$ cat src/hw/rtl/tsd_pkg.sv
// shared types, codes and crc helper for the temperature scratchpad decoder
`default_nettype none
package tsd_pkg;

  typedef logic signed [18:0] temp_t;
  typedef logic [1:0]         status_t;

  localparam status_t ST_OK      = 2'd0;
  localparam status_t ST_CRC_ERR = 2'd1;
  localparam status_t ST_NO_DEV  = 2'd2;

  localparam logic [3:0] IDX_TEMP_LSB     = 4'd0;
  localparam logic [3:0] IDX_TEMP_MSB     = 4'd1;
  localparam logic [3:0] IDX_COUNT_REMAIN = 4'd6;
  localparam logic [3:0] IDX_CRC          = 4'd8;

  localparam logic [7:0]  CRC_POLY     = 8'h8C;
  localparam logic [7:0]  HI_KEEP_MASK = 8'hF8;
  localparam logic [17:0] EXT_BIAS     = 18'd16;
  localparam logic [19:0] OFFSET_CENTI = 20'd25;

  localparam logic [2:0] REG_SENSOR_TYPE = 3'd0;

  function automatic logic [7:0] crc8_fold(input logic [7:0] acc, input logic [7:0] b);
    logic [7:0] c;
    c = acc ^ b;
    for (int k = 0; k < 8; k++) begin
      c = c[0] ? ((c >> 1) ^ CRC_POLY) : (c >> 1);
    end
    return c;
  endfunction

endpackage
`default_nettype wire

$ cat src/hw/rtl/tsd_temp_decode.sv
// scratchpad bytes to temperature in hundredths of a degree
`default_nettype none
module tsd_temp_decode (
  input  wire logic        sensor_type,
  input  wire logic [7:0]  temp_low,
  input  wire logic [7:0]  temp_high,
  input  wire logic [7:0]  count_remain,
  output tsd_pkg::temp_t   temperature
);
  import tsd_pkg::*;

  logic [7:0]         ext_hi;
  logic [7:0]         ext_lo;
  logic signed [17:0] raw;
  logic [16:0]        mag;
  logic [18:0]        scaled;
  logic signed [19:0] signed_t;
  logic signed [19:0] adj;

  always_comb begin
    ext_hi = (temp_high & HI_KEEP_MASK) | {5'd0, temp_low[7:5]};
    ext_lo = {temp_low[4:1], 4'd0};
    if (sensor_type) begin
      raw = $signed({{2{ext_hi[7]}}, ext_hi, ext_lo}) + $signed(EXT_BIAS)
            - $signed({10'd0, count_remain});
    end else begin
      raw = $signed({{2{temp_high[7]}}, temp_high, temp_low});
    end
    mag      = raw[17] ? 17'(-raw) : raw[16:0];
    // times 6.25: 4x + 2x + x/4
    scaled   = {mag, 2'b00} + {1'b0, mag, 1'b0} + {4'd0, mag[16:2]};
    signed_t = raw[17] ? -$signed({1'b0, scaled}) : $signed({1'b0, scaled});
    adj      = sensor_type ? signed_t - $signed(OFFSET_CENTI) : signed_t;
  end

  assign temperature = adj[18:0];

endmodule
`default_nettype wire

$ cat src/hw/rtl/temp_scratchpad_crc_decoder_core.sv
// top level: scratchpad word intake, crc check, result register, config port
`default_nettype none
// Accepts one scratchpad word per clock, each with its byte index. A CRC-8 (reflected,
// polynomial 0x8C) restarts at index 0, folds in present words; bytes 0, 1 and 6 are kept.
// Index 8 yields one result in the cycle after acceptance: CRC error status, or the temperature
// in hundredths of a degree. A device-absent word also yields a no-device result in the cycle
// after acceptance and leaves the kept state alone. Throughput is one word per cycle, set by
// the single output register; the input stalls only while that register holds a result not
// yet taken. sensor_type at address 0 selects the plain 12-bit (0) or the count-remain
// extended (1) conversion; the user must write it only while the block is idle (unenforced).
module temp_scratchpad_crc_decoder_core (
  input  wire logic              clk,
  input  wire logic              rst_n,
  input  wire logic              in_valid,
  output logic                   in_ready,
  input  wire logic [7:0]        in_data_byte,
  input  wire logic [3:0]        in_byte_index,
  input  wire logic              in_device_absent,
  output logic                   out_valid,
  input  wire logic              out_ready,
  output tsd_pkg::temp_t         out_temperature,
  output tsd_pkg::status_t       out_status,
  input  wire logic              psel,
  input  wire logic              penable,
  input  wire logic              pwrite,
  input  wire logic [2:0]        paddr,
  input  wire logic [31:0]       pwdata,
  output logic [31:0]            prdata,
  output logic                   pready
);
  import tsd_pkg::*;

  logic       sensor_type_r;
  logic [7:0] crc_r;
  logic [7:0] temp_low_r;
  logic [7:0] temp_high_r;
  logic [7:0] count_remain_r;
  logic       out_valid_r;
  temp_t      out_temp_r;
  status_t    out_status_r;

  logic       accept;
  logic       emit;
  logic [7:0] crc_nxt;
  temp_t      dec_temp;
  temp_t      out_temp_nxt;
  status_t    out_status_nxt;
  logic       cfg_wr;

  tsd_temp_decode u_decode (
    .sensor_type  (sensor_type_r),
    .temp_low     (temp_low_r),
    .temp_high    (temp_high_r),
    .count_remain (count_remain_r),
    .temperature  (dec_temp)
  );

  assign in_ready = !out_valid_r || out_ready;
  assign accept   = in_valid && in_ready;
  assign emit     = in_device_absent || (in_byte_index == IDX_CRC);

  assign crc_nxt = crc8_fold((in_byte_index == IDX_TEMP_LSB) ? 8'h00 : crc_r, in_data_byte);

  always_comb begin
    if (in_device_absent) begin
      out_temp_nxt   = '0;
      out_status_nxt = ST_NO_DEV;
    end else if (crc_nxt != 8'h00) begin
      out_temp_nxt   = '0;
      out_status_nxt = ST_CRC_ERR;
    end else begin
      out_temp_nxt   = dec_temp;
      out_status_nxt = ST_OK;
    end
  end

  // scratchpad state
  always_ff @(posedge clk) begin
    if (!rst_n) begin
      crc_r          <= '0;
      temp_low_r     <= '0;
      temp_high_r    <= '0;
      count_remain_r <= '0;
    end else if (accept && !in_device_absent) begin
      crc_r <= crc_nxt;
      case (in_byte_index)
        IDX_TEMP_LSB:     temp_low_r     <= in_data_byte;
        IDX_TEMP_MSB:     temp_high_r    <= in_data_byte;
        IDX_COUNT_REMAIN: count_remain_r <= in_data_byte;
        default: ;
      endcase
    end
  end

  // result register
  always_ff @(posedge clk) begin
    if (!rst_n) begin
      out_valid_r <= 1'b0;
    end else if (accept && emit) begin
      out_valid_r <= 1'b1;
    end else if (out_ready) begin
      out_valid_r <= 1'b0;
    end
  end

  always_ff @(posedge clk) begin
    if (accept && emit) begin
      out_temp_r   <= out_temp_nxt;
      out_status_r <= out_status_nxt;
    end
  end

  assign out_valid       = out_valid_r;
  assign out_temperature = out_temp_r;
  assign out_status      = out_status_r;

  // config port
  assign pready = 1'b1;
  assign cfg_wr = psel && penable && pwrite && pready;

  always_ff @(posedge clk) begin
    if (!rst_n) begin
      sensor_type_r <= 1'b0;
    end else if (cfg_wr && (paddr == REG_SENSOR_TYPE)) begin
      sensor_type_r <= pwdata[0];
    end
  end

  assign prdata = (paddr == REG_SENSOR_TYPE) ? {31'd0, sensor_type_r} : 32'd0;

  a_err_temp_zero: assert property (@(posedge clk) disable iff (!rst_n)
    (out_valid_r && out_status_r != ST_OK) |-> (out_temp_r == '0))
    else $error("nonzero temperature with error status");

  a_absent_result: assert property (@(posedge clk) disable iff (!rst_n)
    (accept && in_device_absent) |=> (out_valid_r && out_status_r == ST_NO_DEV))
    else $error("device-absent word gave no no-device result");

  a_silent_word: assert property (@(posedge clk) disable iff (!rst_n)
    (accept && !in_device_absent && in_byte_index != IDX_CRC) |=> !out_valid_r)
    else $error("result from a word that produces none");

  a_reset_clear: assert property (@(posedge clk)
    !rst_n |=> !out_valid_r)
    else $error("result valid after reset");

endmodule
`default_nettype wire

$ cat config.mk
export PLATFORM = sky130hd
export DESIGN_NAME = temp_scratchpad_crc_decoder_core
export DESIGN_NICKNAME = d
export VERILOG_FILES = /design/src/hw/rtl/tsd_pkg.sv /design/src/hw/rtl/tsd_temp_decode.sv /design/src/hw/rtl/temp_scratchpad_crc_decoder_core.sv
export SDC_FILE = /design/constraint.sdc
export NUM_CORES = 1
export LEC_CHECK = 0
export ABC_AREA = 1
export BUFFER_PORTS_ARGS = -buffer_cell sky130_fd_sc_hd__buf_2
export CAP_MARGIN = 15
export CORE_MARGIN = 3
export CORE_UTILIZATION = 40
export DETAILED_ROUTE_END_ITERATION = 8
export HOLD_SLACK_MARGIN = 0.08
export MAX_ROUTING_LAYER = met4
export PLACE_DENSITY = 0.62
export SETUP_SLACK_MARGIN = 0.15
export SYNTH_ARGS = -nofsm -noshare
export SYNTH_HDL_FRONTEND = slang
export SYNTH_SLANG_ARGS = --single-unit
$ cat constraint.sdc
create_clock -name clk -period 8.4 [get_ports clk]
set_input_delay 0.84 -clock clk [delete_from_list [all_inputs] [get_ports clk]]
set_output_delay 0.84 -clock clk [all_outputs]
set_load 0.1 [all_outputs]
After elaboration in Yosys (flattened, before gate mapping)
Index checks and enable logic that the tools add are counted.
- output and inout bits: 56
- flip-flop bits (word level): 55
- $add $sub $neg: 7
- mux-type cells: 17
- eq/ne operators: 3
- reductions and logical operators: 18
- bitwise operators: 10
- operators with widths (kind ; count):
    $mux W8 ; 9
    $mux W19 ; 2
    $not A2 Y3 ; 8
    $add A19 B15 Y19 ; 1
    $add A19 B18 Y19 ; 1
    $neg A19 Y19 ; 1
    $sub A19 B6 Y19 const B ; 1
    $mux W18 ; 1
    $sub A18 B9 Y18 ; 1
    $add A16 B6 Y17 const B ; 1
    $mux W17 ; 1
    $neg A17 Y17 ; 1
    $or A8 B3 Y8 ; 1
    $reduce_bool A8 Y1 ; 1
    $xor A8 B8 Y8 ; 1
    $logic_and A1 B1 Y1 ; 6
    $reduce_and A2 Y1 ; 3
    $eq A4 B1 Y1 const B ; 1
    $eq A4 B3 Y1 const B ; 1
    $eq A4 B4 Y1 const B ; 1
    $logic_not A4 Y1 ; 1
    $mux W1 ; 4
    $logic_not A3 Y1 ; 1
    $logic_not A1 Y1 ; 2
    other kinds (3) ; 4

Longest topological paths before layout
- word-level depth: 21
- depth in mapped cells: 47
- depth with buffers taken out: 47

By module
A second synthesis with hierarchy kept.
- cell total of the unflattened synthesis: 1108
- area total of the unflattened synthesis: 7059.3 µm²
- modules (own cells, without submodules) (module ; area each (µm²) ; sequential area each (µm²) ; instances ; cells each):
    tsd_temp_decode ; 4013.8 ; 0.0 ; 1 ; 739
    temp_scratchpad_crc_decoder_core ; 3045.4 ; 1311.3 ; 1 ; 369

Least setup slack after synthesis
Ideal clock, no wire load.
- path kind: register to register
- start: register temp_low_r[1]
- end: register out_temp_r[14] (netlist: out_temperature[14]) (data pin)
- buffers on the path: 2
- period minus slack after synthesis: 5824 ps
- data arrival time: 5572 ps
- setup slack: 2576 ps
- cell stages (with the launch flop): 40
- data required time: 8147 ps
- path through: dfxtp_1 -> ha_1 -> xor2_1 -> ha_1 -> nand2_1 -> nor2_1 -> nor2_1 -> nand2_1 -> a21oi_2 -> nand3_2 -> o21bai_4 -> nand2_4 -> clkinv_2 -> buf_6 -> buf_2 -> nand2_1 -> o21ai_0 -> inv_1 -> (+4 left out) -> nand3_1 -> nand3_1 -> xnor2_1 -> nand2_1 -> nor3_2 -> nand2_1 -> nor2_1 -> nor2_1 -> nand2_1 -> nand2_1 -> inv_1 -> nand3_1 -> nor2_1 -> inv_1 -> nor2_2 -> nand2_1 -> nand2_1 -> nor2_1
- word-level cells in the longest chain between the ends: 11
- RTL lines (what ; RTL line ; text):
    start, declared ; temp_scratchpad_crc_decoder_core.sv:35 ; logic [7:0] temp_low_r;
    start signal, assigned ; temp_scratchpad_crc_decoder_core.sv:87 ; IDX_TEMP_LSB: temp_low_r <= in_data_byte;
    $add A16 B6 Y17 ; tsd_temp_decode.sv:24 ; raw = $signed({{2{ext_hi[7]}}, ext_hi, ext_lo}) + $signed(EXT_BIAS)
    $sub A18 B9 Y18 ; tsd_temp_decode.sv:25 ; - $signed({10'd0, count_remain});
    $mux W18 * ; tsd_temp_decode.sv:23 ; if (sensor_type) begin
    $neg A17 Y17 ; tsd_temp_decode.sv:29 ; mag = raw[17] ? 17'(-raw) : raw[16:0];
    $mux W17 ; tsd_temp_decode.sv:29 ;
    $add A19 B18 Y19 ; tsd_temp_decode.sv:31 ; scaled = {mag, 2'b00} + {1'b0, mag, 1'b0} + {4'd0, mag[16:2]};
    $add A19 B15 Y19 ; tsd_temp_decode.sv:31 ;
    $neg A19 Y19 ; tsd_temp_decode.sv:32 ; signed_t = raw[17] ? -$signed({1'b0, scaled}) : $signed({1'b0, scaled});
    $mux W19 * ; tsd_temp_decode.sv:32 ;
    $sub A19 B6 Y19 ; tsd_temp_decode.sv:33 ; adj = sensor_type ? signed_t - $signed(OFFSET_CENTI) : signed_t;
    $mux W19 * ; tsd_temp_decode.sv:33 ;
    end signal, assigned ; temp_scratchpad_crc_decoder_core.sv:108 ; out_temp_r <= out_temp_nxt;
    end, declared ; temp_scratchpad_crc_decoder_core.sv:39 ; temp_t out_temp_r;
Every way passes the cells marked *; elsewhere a longest branch is shown, timed or not.
A chain may end at the register's enable or synchronous reset.

Worst setup path in the final report
- start: register temp_low_r[1]
- end: register out_temp_r[18] (netlist: out_temperature[18]) (data pin)
Same word-level chain as after synthesis.

==> results.py <==
metrics = {
    "power": {
        "power_uw": 904.1,
        "vdd_ir_drop_max_v": 0.0001344,
        "p_seq_frac": 0.322,
        "cellPowerDensity_mw_per_mm2": 137.8,
        "p_switching_uw": 393.8,
        "p_int_uw": 510.4,
        "clockPowerShare": 0.240,
        "switching_share": 0.4355,
        "p_leak_nw": 3.421,
        "combPwrFrac": 0.438,
    },
    "synth": {
        "synth_seq_area_share": 0.2132,
        "syn_area_per_cell_um2": 6.600,
        "synth_top_flop_cell": "dfxtp_1",
        "synth_warnings": 0,
        "synth_cells": 932,
        "syn-cell-area_mm2": 0.006151,
        "ys_ff_latch": 55,
        "yosysUniqueCellTypes": 47,
        "ys_async_sr_fraction": 0,
        "netlist_top_cells_area": "nand2_1 13%, dfxtp_1 11%, edfxtp_1 10%",
        "synth_top_area_cell": "nand2_1",
        "synth_enable_flop_cells": 21,
        "synth_top_area_share": 0.1288,
    },
    "critical_path": {
        "critPathSlowestCell": "fa_1",
        "critPathMaxFanout": 35,
        "critPathKind": "register to register",
        "startpoint": "temp_low_r[1]$_SDFFE_PN0P_",
        "worstPathArrival_ns": 6.86,
        "critPathBufInv": 4,
        "r2r.worst_path.cells": 34,
        "worstReg2RegStart": "temp_low_r[1]$_SDFFE_PN0P_",
        "cpMostUsedCell": "nand2_1",
        "start_kind": "register",
        "cp_top_family": "simple AND/OR/NAND/NOR gates",
        "cp-end-kind": "register",
        "r2r_end": "out_temperature[18]$_SDFFCE_PP0P_",
        "critPathCapture": "out_temperature[18]$_SDFFCE_PP0P_",
        "crit_cells": 34,
        "reg2reg_slack_ns": 1.61,
        "cp.required_ns": 8.46,
        "slowest_delay_ns": 0.51,
    },
    "layout": {
        "diodes": 0,
        "fin_util": 0.4431,
        "final_cell_mix": "211 x nand2_1, 128 x inv_1, 93 x nor2_1",
        "nets": 1067,
        "area_delta_synth_final_pct": 6.672,
        "multi_input_area_mm2": 0.004114,
        "ff_latch_area_mm2": 0.001311,
        "drive_gt1_frac": 0.1072,
        "final_common_cell": "nand2_1",
        "nFillCells": 1568,
    },
    "floorplan": {
        "chipWidth_um": 130.0,
        "core_mm2": 0.01481,
        "row_count": 44,
        "dieArea_mm2": 0.01690,
        "die_y_um": 130.0,
        "ios": 111,
        "initial_core_util": 0.4153,
    },
    "placed_design": {
        "dp_hpwl_um": 11180,
        "portBuffers": 47,
        "place_congestion": 0.9114,
    },
    "outcome": {
        "status": "completed",
    },
    "flow_run": {
        "maxCapViolCount": 0,
    },
    "drt": {
        "initialDrtViolationCount": 351,
        "drc": 0,
        "vias": 5548,
        "wl_um": 13580,
        "drtPass1Iterations": 5,
        "drt-vias-per-instance": 4.808,
        "antenna_left": 0,
        "wire_per_inst_um": 11.77,
    },
    "global_routing": {
        "grt_max_degree": 36,
        "grt_pass1_wl_um": 23360,
        "antenna_found_initial": 0,
        "grt_usage": 0.1737,
        "grt_overflow": 0,
        "grt_pass1_vias": 5058,
    },
    "sta": {
        "period_minus_slack_ns": 6.794,
        "tightest_slew_ns": 0.7150,
        "finalClockSkew_ns": 0.006378,
        "setup_violations": 0,
        "max-slew-margin-rel": 0.5216,
        "max_freq_mhz": 147.2,
        "slew_violations": 0,
        "finalSetupTns_ns": 0,
        "min_period_over_period": 0.8088,
        "rsz0062_at_grt": "no",
        "final_hold_viol_count": 0,
    },
    "clock_network": {
        "ctsHoldBuffers": 0,
        "tritoncts": "yes",
        "clkTransAtPathRegs_ns": 0.07,
        "htreeDepth": 2,
        "clk_latency_ns": 0.31,
        "cts.sinks": 55,
        "cts_resized": 0,
        "cts_root_buffer": "clkbuf_16",
        "cts_buffer_depth": 2,
        "cts_buffers": 5,
        "postCtsSetupBuffers": 0,
    },
    "min_path": {
        "hold_class": "register to register",
    },
}
tightest hold or removal path, cell delays in order (launching register included):
cell and delay (ns):
dfxtp_1 0.30, inv_1 0.07, a21oi_1 0.06
metal layers:
| metal | vias up | wire length [um] | global-route usage |
|---|---|---|---|
| met5 | - | 0 | - |
| met4 | 0 | 133 | 0.03423 |
| met1 | 2450 | 6764 | 0.2343 |
| met2 | 79 | 6255 | 0.2790 |
| li1 | 3009 | - | - |
| met3 | 10 | 427 | 0.02661 |
final cells by class:
class / count / area share
Inverter: 133 / 0.07628
Multi-Input combinational cell: 725 / 0.6270
Sequential cell: 55 / 0.1998
Tap cell: 184 / 0.03509
Clock inverter: 3 / 0.003432
Timing Repair Buffer: 49 / 0.03928
Clock buffer: 5 / 0.01907
per-stage QoR:
step	hold WS, ns	cell area [um2]	instances	setup WS (ns)
floorplan	0.4245	6264	962	2.576
global placement	0.4529	6399	1145	1.603
detailed placement	0.4672	6399	1145	1.577
CTS	0.4778	6546	1153	1.531
global route	0.5018	6561	1154	0.7471
finish	0.4772	6561	1154	1.606
cells in the mapped netlist, types with 2 or more instances:
| cell | instances |
|---|---|
| nand2_1 | 211 |
| inv_1 | 128 |
| nor2_1 | 93 |
| nand3_1 | 68 |
| o21ai_0 | 67 |
| a21oi_1 | 56 |
| xor2_1 | 37 |
| dfxtp_1 | 34 |
| buf_4 | 33 |
| ha_1 | 33 |
| edfxtp_1 | 21 |
| nand4_1 | 21 |
| xnor2_1 | 15 |
| nand2_2 | 11 |
| fa_1 | 10 |
| clkbuf_1 | 9 |
| nor2_2 | 9 |
| o21bai_1 | 9 |
| nand3b_1 | 7 |
| o21ai_1 | 7 |
| buf_6 | 4 |
| xnor2_2 | 4 |
| buf_2 | 3 |
| inv_2 | 3 |
| nor2_4 | 3 |
| nor3_1 | 3 |
| xor2_2 | 3 |
| a21boi_0 | 2 |
| a22oi_1 | 2 |
| a31oi_1 | 2 |
| conb_1 | 2 |
| mux2i_1 | 2 |
| nand2_4 | 2 |
| nand3_2 | 2 |
| nor2b_1 | 2 |
| o21a_1 | 2 |
| or2_2 | 2 |
worst min path at each step:
stage | from | to | slack (ns) | depth (start not counted)
finish | temp_high_r[1]$_SDFFE_PN0P_ | temp_high_r[1]$_SDFFE_PN0P_ | 0.48 | 2
global placement | count_remain_r[4]$_SDFFE_PN0P_ | count_remain_r[4]$_SDFFE_PN0P_ | 0.45 | 2
detailed placement | temp_high_r[1]$_SDFFE_PN0P_ | temp_high_r[1]$_SDFFE_PN0P_ | 0.47 | 2
floorplan | temp_high_r[1]$_SDFFE_PN0P_ | temp_high_r[1]$_SDFFE_PN0P_ | 0.42 | 2
CTS | temp_high_r[1]$_SDFFE_PN0P_ | temp_high_r[1]$_SDFFE_PN0P_ | 0.48 | 2
global route | temp_high_r[1]$_SDFFE_PN0P_ | temp_high_r[1]$_SDFFE_PN0P_ | 0.50 | 2
power by group through the flow:
stage	Clock, mW	Sequential (mW)	Combinational, mW
final	0.217	0.291	0.396
after global routing	0.235	0.293	0.440
after CTS	0.224	0.291	0.398
after detailed placement	0	0.297	0.396
after global placement	0	0.297	0.394
after floorplan	0	0.327	0.318
kinds of logic after synthesis:
family	share of synthesized area
AND/OR/NAND/NOR	0.3155
AO/OA/AOI/OAI	0.1332
buffers and inverters	0.1369
XOR/XNOR	0.09703
other	0.001221
adder cells (fa/ha/maj)	0.09967
multiplexers	0.003255
flip-flops	0.2132
state kept, by name, indices dropped and copies added (netlist names):
signal and cells:
count_remain_r 8, crc_r 8, out_status 2, out_temperature 19, out_valid 1, sensor_type_r 1
temp_high_r 8, temp_low_r 8
(Power assumes the default switching activity.)
